$ cat src/rtl/core/brbc_pkg.sv
// ----------------------------------------------------------------------------
// brbc_pkg
// Shared types and codes for the block reference bitmap checker.
// ----------------------------------------------------------------------------
package brbc_pkg;

	localparam int BLK_W  = 17;
	localparam int CFG_W  = 17;
	localparam int WORD_W = 64;
	localparam int BIT_W  = 6;

	// Command codes
	typedef enum logic [1:0] {
		CMD_START  = 2'd0,
		CMD_MARK   = 2'd1,
		CMD_EXTENT = 2'd2,
		CMD_FINAL  = 2'd3
	} cmd_t;

	// Result status codes
	typedef enum logic [2:0] {
		ST_OK      = 3'd0,
		ST_RANGE   = 3'd1,
		ST_DUP     = 3'd2,
		ST_MISSING = 3'd3,
		ST_REFUSED = 3'd4
	} status_t;

	// Configuration register indexes
	typedef logic [0:0] cfg_idx_t;
	localparam cfg_idx_t CFG_TOTAL    = 1'b0;
	localparam cfg_idx_t CFG_RESERVED = 1'b1;

	typedef struct packed {
		cmd_t        cmd;
		logic [31:0] block_number;
		logic [31:0] extent_length;
	} cmd_item_t;

	typedef struct packed {
		status_t          status;
		logic [BLK_W-1:0] first_block;
		logic             faulted;
	} rsp_item_t;

	// Request to the word unit: one map word and an inclusive bit range
	typedef struct packed {
		logic [WORD_W-1:0] data;
		logic [BIT_W-1:0]  lo;
		logic [BIT_W-1:0]  hi;
		logic              find_zero;
	} word_req_t;

	// Answer from the word unit
	typedef struct packed {
		logic [WORD_W-1:0] mask;
		logic              hit;
		logic [BIT_W-1:0]  idx;
	} word_rsp_t;

endpackage

$ cat src/rtl/core/brbc_word_unit.sv
// ----------------------------------------------------------------------------
// brbc_word_unit
// Shared word unit: builds the range mask for one map word and finds the
// lowest set (or clear) bit inside that range.
// ----------------------------------------------------------------------------
module brbc_word_unit
	import brbc_pkg::*;
(
	input  word_req_t req,
	output word_rsp_t rsp
);

	logic [WORD_W-1:0] mask;
	logic [WORD_W-1:0] cand;

	// Inclusive range mask lo..hi
	assign mask = ({WORD_W{1'b1}} << req.lo) & ({WORD_W{1'b1}} >> (6'd63 - req.hi));
	assign cand = (req.find_zero ? ~req.data : req.data) & mask;

	// Lowest candidate bit
	always_comb begin
		rsp.mask = mask;
		rsp.hit  = |cand;
		rsp.idx  = '0;
		for (int b = WORD_W - 1; b >= 0; b--) begin
			if (cand[b]) begin
				rsp.idx = BIT_W'(b);
			end
		end
	end

endmodule

$ cat config.mk
export PLATFORM = sky130hd
export DESIGN_NAME = brbc_word_unit
export DESIGN_NICKNAME = d
export VERILOG_FILES = /design/src/rtl/core/brbc_pkg.sv /design/src/rtl/core/brbc_word_unit.sv
export SDC_FILE = /design/constraint.sdc
export NUM_CORES = 1
export LEC_CHECK = 0
export BUFFER_PORTS_ARGS = -buffer_cell sky130_fd_sc_hd__buf_2
export CORE_MARGIN = 2
export CORE_UTILIZATION = 55
export DETAILED_ROUTE_END_ITERATION = 8
export PLACE_DENSITY = 0.94
export SLEW_MARGIN = 40
export SYNTH_ARGS = -nofsm -noshare
export SYNTH_HDL_FRONTEND = slang
export SYNTH_SLANG_ARGS = --single-unit
$ cat constraint.sdc
create_clock -name vclk -period 7.7
set_input_delay 1.925 -clock vclk [all_inputs]
set_output_delay 1.925 -clock vclk [all_outputs]
set_load 0.005 [all_outputs]
==> results_dict.tcl, run 1 <==
set metrics [dict create \
    postCtsSetupBuffers 0 \
    first_global_vias 4859 \
    synth_cells 589 \
    yosysTopAreaCell "xor2_1" \
    power_w 0.000311 \
    p_leak_nw 1.99 \
    dieArea_um2 8050 \
    synth_compound_area_share_pct 48.6 \
    fin_crit_ns 6.81 \
    core_area_um2 7180 \
    synth_area_per_cell_um2 6.86 \
    synthSimpleGateAreaFrac_pct 28.6 \
    yosysWarnings 0 \
    seq_cell_count 0 \
    overflow 0 \
    cp_common_cell "buf_2" \
    pwr-share-clk_pct 0 \
    synth_area_leaders "xor2_1 (5.6%), a211oi_1 (4.5%), nand2_1 (4.2%)" \
    drt_wl_total_mm 17.1 \
    worst_slew_pin_slew_ns 0.973 \
    critPathArrivalTime_ns 4.89 \
    ctsHoldBuffers 0 \
    synth_top_family_by_area "compound AO/OA/AOI/OAI gates" \
    finish.net_count 767 \
    finalSetupViolations 0 \
    start_util_pct 56.3 \
    p_comb_share_pct 100.0 \
    die_h_um 89.7 \
    hold_path.class "in -> out" \
    outcome "finished, final reports clean" \
    syn_nets 666 \
    drc 0 \
    multi_input_area_um2 3500 \
    crit_chain "buf_2, and2_1, a2111oi_1, o32ai_1, nand3_1, a31oi_1, o211ai_1, a311oi_1, o22ai_1, buf_2" \
    slowest_stage "o32ai_1" \
    cts_resized 0 \
    power.internal_w 0.000115 \
    synthMuxAreaShare_pct 0 \
    fp.dieW_um 89.7 \
    register_area_um2 0 \
    cp_top_family "compound AO/OA/AOI/OAI gates" \
    slew_headroom_pct 34.8 \
    dpl.hpwl_mm 13.4 \
    area_delta_synth_final_pct 12.9 \
    grt_pass1_wl_mm 25.6 \
    drive_gt1_share_pct 29.9 \
    synth_cell_types 91 \
    p_per_area_nw_per_um2 68.3 \
    num_antenna_cells 0 \
    critPathMaxFanout 33 \
    syn_area_um2 4040 \
    min_from "req[16]" \
    crit_buf_inv 2 \
    path_depth 10 \
    cpPeakStageDelay_ns 0.59 \
    crit_end "rsp[2]" \
    first_pass_iters 5 \
    vias 5571 \
    drv_slew 0 \
    final_hold_viol_count 0 \
    final_common_cell "buf_2" \
    cap_violations 0 \
    required_ns 5.78 \
    power.share.sequential_pct 0 \
    cp-start-kind "input port" \
    grt_max_degree 57 \
    place_congestion 1.09 \
    synth_xor_area_share_pct 9.32 \
    fin_crit_sh_pct 88.5 \
    routed_via_density 7.08 \
    final_cell_mix "buf_2 (147), nand2_1 (45), nor2_1 (43)" \
    p_sw_w 0.000196 \
    synth-adder-area-share_pct 0 \
    cp-startpoint "req[11]" \
    rows 31 \
    synth.top_cell.area_share_pct 5.64 \
    criticalPathCategory "in -> out" \
    nFillCells 682 \
    p_sw_share_pct 62.9 \
    ant_nets 0 \
    cp-end-kind "output port" \
    grt_antenna_before_repair 0 \
    irDropWorstVdd_mv 0.0435 \
    rsz0062_at_grt "false" \
    synth-seq-area-share_pct 0 \
    fin_setup_tns_ns 0 \
    wire_per_inst_um 21.8 \
    grt.total_usage_pct 41.0 \
    max_freq_ghz 0.147 \
    n_clock_buffer 0 \
    io_pins 148 \
    drt_iter0_drc 627 \
    io_buffers 148 \
]
metrics by stage:
step | instances | cell area [µm²] | hold slack (ns) | setup slack (ns) | util, %
detailed placement | 787 | 4560 | 4.31 | 1.10 | 63.5
floorplan | 589 | 4040 | 3.99 | 1.98 | -
finish | 787 | 4560 | 4.31 | 0.888 | 63.5
global route | 787 | 4560 | 4.37 | 0.730 | 63.5
global placement | 787 | 4560 | 4.30 | 1.12 | 63.5
CTS | 787 | 4560 | 4.31 | 1.09 | 63.5
cell type report:
| cell class | instances | area share (%) |
|---|---|---|
| Inverter | 39 | 3.21 |
| Multi-Input combinational cell | 496 | 76.7 |
| Timing Repair Buffer | 153 | 17.4 |
| Tap cell | 99 | 2.72 |
worst min path at each step:
stage | to | slack [ns] | depth (start not counted)
after floorplan | rsp[68] | 3.99 | 2
after global placement | rsp[0] | 4.30 | 5
after detailed placement | rsp[0] | 4.31 | 5
after CTS | rsp[0] | 4.31 | 5
after global routing | rsp[0] | 4.37 | 5
final | rsp[0] | 4.31 | 5
cell usage after synthesis (all sizes together) (7+ instances only):
| master | count |
|---|---|
| a2111oi | 12 |
| a211oi | 30 |
| a21o | 7 |
| a21oi | 27 |
| a221o | 8 |
| a221oi | 17 |
| a31oi | 13 |
| and2 | 11 |
| and3 | 8 |
| buf | 48 |
| inv | 38 |
| nand2 | 46 |
| nand2b | 17 |
| nand3 | 16 |
| nand4 | 9 |
| nor2 | 45 |
| nor3 | 21 |
| nor4 | 10 |
| o2111ai | 12 |
| o211ai | 20 |
| o21a | 8 |
| o21ai | 27 |
| or2 | 10 |
| xnor2 | 17 |
| xor2 | 26 |
tightest hold or removal path, stage by stage:
cell and delay (ns):
buf_2 0.10, xor2_1 0.06, nand2_1 0.07, o221ai_2 0.09
buf_2 0.13
logic make-up (layout without fill, tap and decap cells):
group	after synthesis	in the layout
AND/OR/NAND/NOR	213	213
AO/OA/AOI/OAI	240	240
buffers and inverters	93	192
XOR/XNOR	43	43
power groups by stage:
stage | clock network (W) | logic [W] | registers, W
2_1_floorplan | 0 | 0.000210 | 0
3_3_place_gp | 0 | 0.000296 | 0
3_5_place_dp | 0 | 0.000300 | 0
4_1_cts | 0 | 0.000301 | 0
5_1_grt | 0 | 0.000336 | 0
6_report | 0 | 0.000311 | 0
layer usage:
layer / share of wire, % / vias to the layer above / GRT usage (%)
li1: - / 2484 / -
met2: 44 / 467 / 64.5
met5: 0 / - / 0
met4: 7.6 / 0 / 24.7
met1: 37 / 2532 / 53.3
met3: 12 / 88 / 4.66
Note: power is estimated with default switching activity, not from simulation.
==> inputs of run 2 (changes only) <==
--- a/config.mk
+++ b/config.mk
@@ -10,6 +10,7 @@
 export CORE_UTILIZATION = 55
 export DETAILED_ROUTE_END_ITERATION = 8
 export PLACE_DENSITY = 0.94
+export RECOVER_POWER = 50
 export SLEW_MARGIN = 40
 export SYNTH_ARGS = -nofsm -noshare
 export SYNTH_HDL_FRONTEND = slang
==> results_dict.tcl, run 2 (synthesis results as in run 1) <==
set metrics [dict create \
    finalSetupViolations 0 \
    worst_slew_pin_slew_ns 0.951 \
    drt_iter0_drc 580 \
    ant_nets 0 \
    drive_gt1_share_pct 26.5 \
    required_ns 5.78 \
    power_w 0.000308 \
    p_per_area_nw_per_um2 68.3 \
    met2_usage_pct 64.5 \
    met3_usage_pct 4.66 \
    n_clock_buffer 0 \
    start_util_pct 56.3 \
    max_freq_ghz 0.141 \
    cap_violations 0 \
    grt.busiest_layer "met2" \
    routed_via_density 7.01 \
    io_buffers 148 \
    place_congestion 1.09 \
    drc 0 \
    fin_crit_ns 7.07 \
    final_common_cell "buf_2" \
    seq_cell_count 0 \
    setup_slack_ns 0.632 \
    cp-startpoint "req[12]" \
    grt.total_usage_pct 41.0 \
    slew_headroom_pct 36.2 \
    critPathMaxFanout 29 \
    finish.net_count 767 \
    nFillCells 694 \
    num_antenna_cells 0 \
    final_hold_viol_count 0 \
    min_from "req[16]" \
    hold_path.class "in -> out" \
    rsz0062_at_grt "false" \
    register_area_um2 0 \
    dp_worst_setup_slack_ns 1.10 \
    die_h_um 89.7 \
    drt_wl_total_mm 17.0 \
    io_pins 148 \
    irDropWorstVdd_mv 0.0428 \
    final_cell_mix "buf_2 (130), nand2_1 (46), nor2_1 (43)" \
    cts_resized 0 \
    core_area_um2 7180 \
    worst_hold_slack_ns 4.32 \
    dpl.hpwl_mm 13.4 \
    first_global_vias 4859 \
    fin_setup_tns_ns 0 \
    utilization_pct 62.9 \
    grt_antenna_before_repair 0 \
    grt_max_degree 57 \
    postCtsSetupBuffers 0 \
    ctsHoldBuffers 0 \
    cp-start-kind "input port" \
    fp.dieW_um 89.7 \
    dieArea_um2 8050 \
    criticalPathCategory "in -> out" \
    fin_crit_sh_pct 91.8 \
    overflow 0 \
    first_pass_iters 5 \
    grt_pass1_wl_mm 25.6 \
    met1_usage_pct 53.3 \
    area_delta_synth_final_pct 11.7 \
    rows 31 \
    wire_per_inst_um 21.7 \
    p_leak_nw 1.91 \
    outcome "finished, final reports clean" \
    drv_slew 0 \
    cp-end-kind "output port" \
    vias 5516 \
    critPathArrivalTime_ns 5.14 \
]
==> run 2: routing by layer <==
layer | part of all wire (%) | vias up | wire [µm]
met3 | 10 | 100 | 1780
li1 | - | 2480 | -
met2 | 44 | 432 | 7480
met4 | 8.1 | 0 | 1390
met1 | 38 | 2504 | 6400
met5 | 0 | - | 0
==> run 2: layout make-up <==
cell class                 count  area (µm²)  area share (%)
timing repair buffer         153         766            17.0
tap                           99         124            2.75
multi-input combinational    496        3470            77.0
inverter                      39         146            3.25
==> run 2: path summary, 6_finish.rpt <==
| check | endpoint | slack (ns) | cells past startpoint |
|---|---|---|---|
| max | rsp[0] | 0.63 | 10 |
| min | rsp[0] | 4.32 | 5 |
==> run 2: power by group <==
group	internal, W	switching [W]
registers	0	0
clock network	0	0
logic	0.000113	0.000195
==> run 2: per-stage QoR <==
stage	area (µm²)	instances
5_1_grt	4510	787
6_report	4510	787
4_1_cts	4560	787
3_3_place_gp	4560	787
3_5_place_dp	4560	787
2_1_floorplan	4040	589
==> run 2: critical path: stages <==
cell	delay, ns
buf_2	0.48
clkbuf_1	0.75
o21ai_0	0.27
nand4_1	0.25
a221o_1	0.14
a21boi_1	0.06
a2111oi_1	0.70
a31oi_1	0.21
o221ai_2	0.21
buf_2	0.14
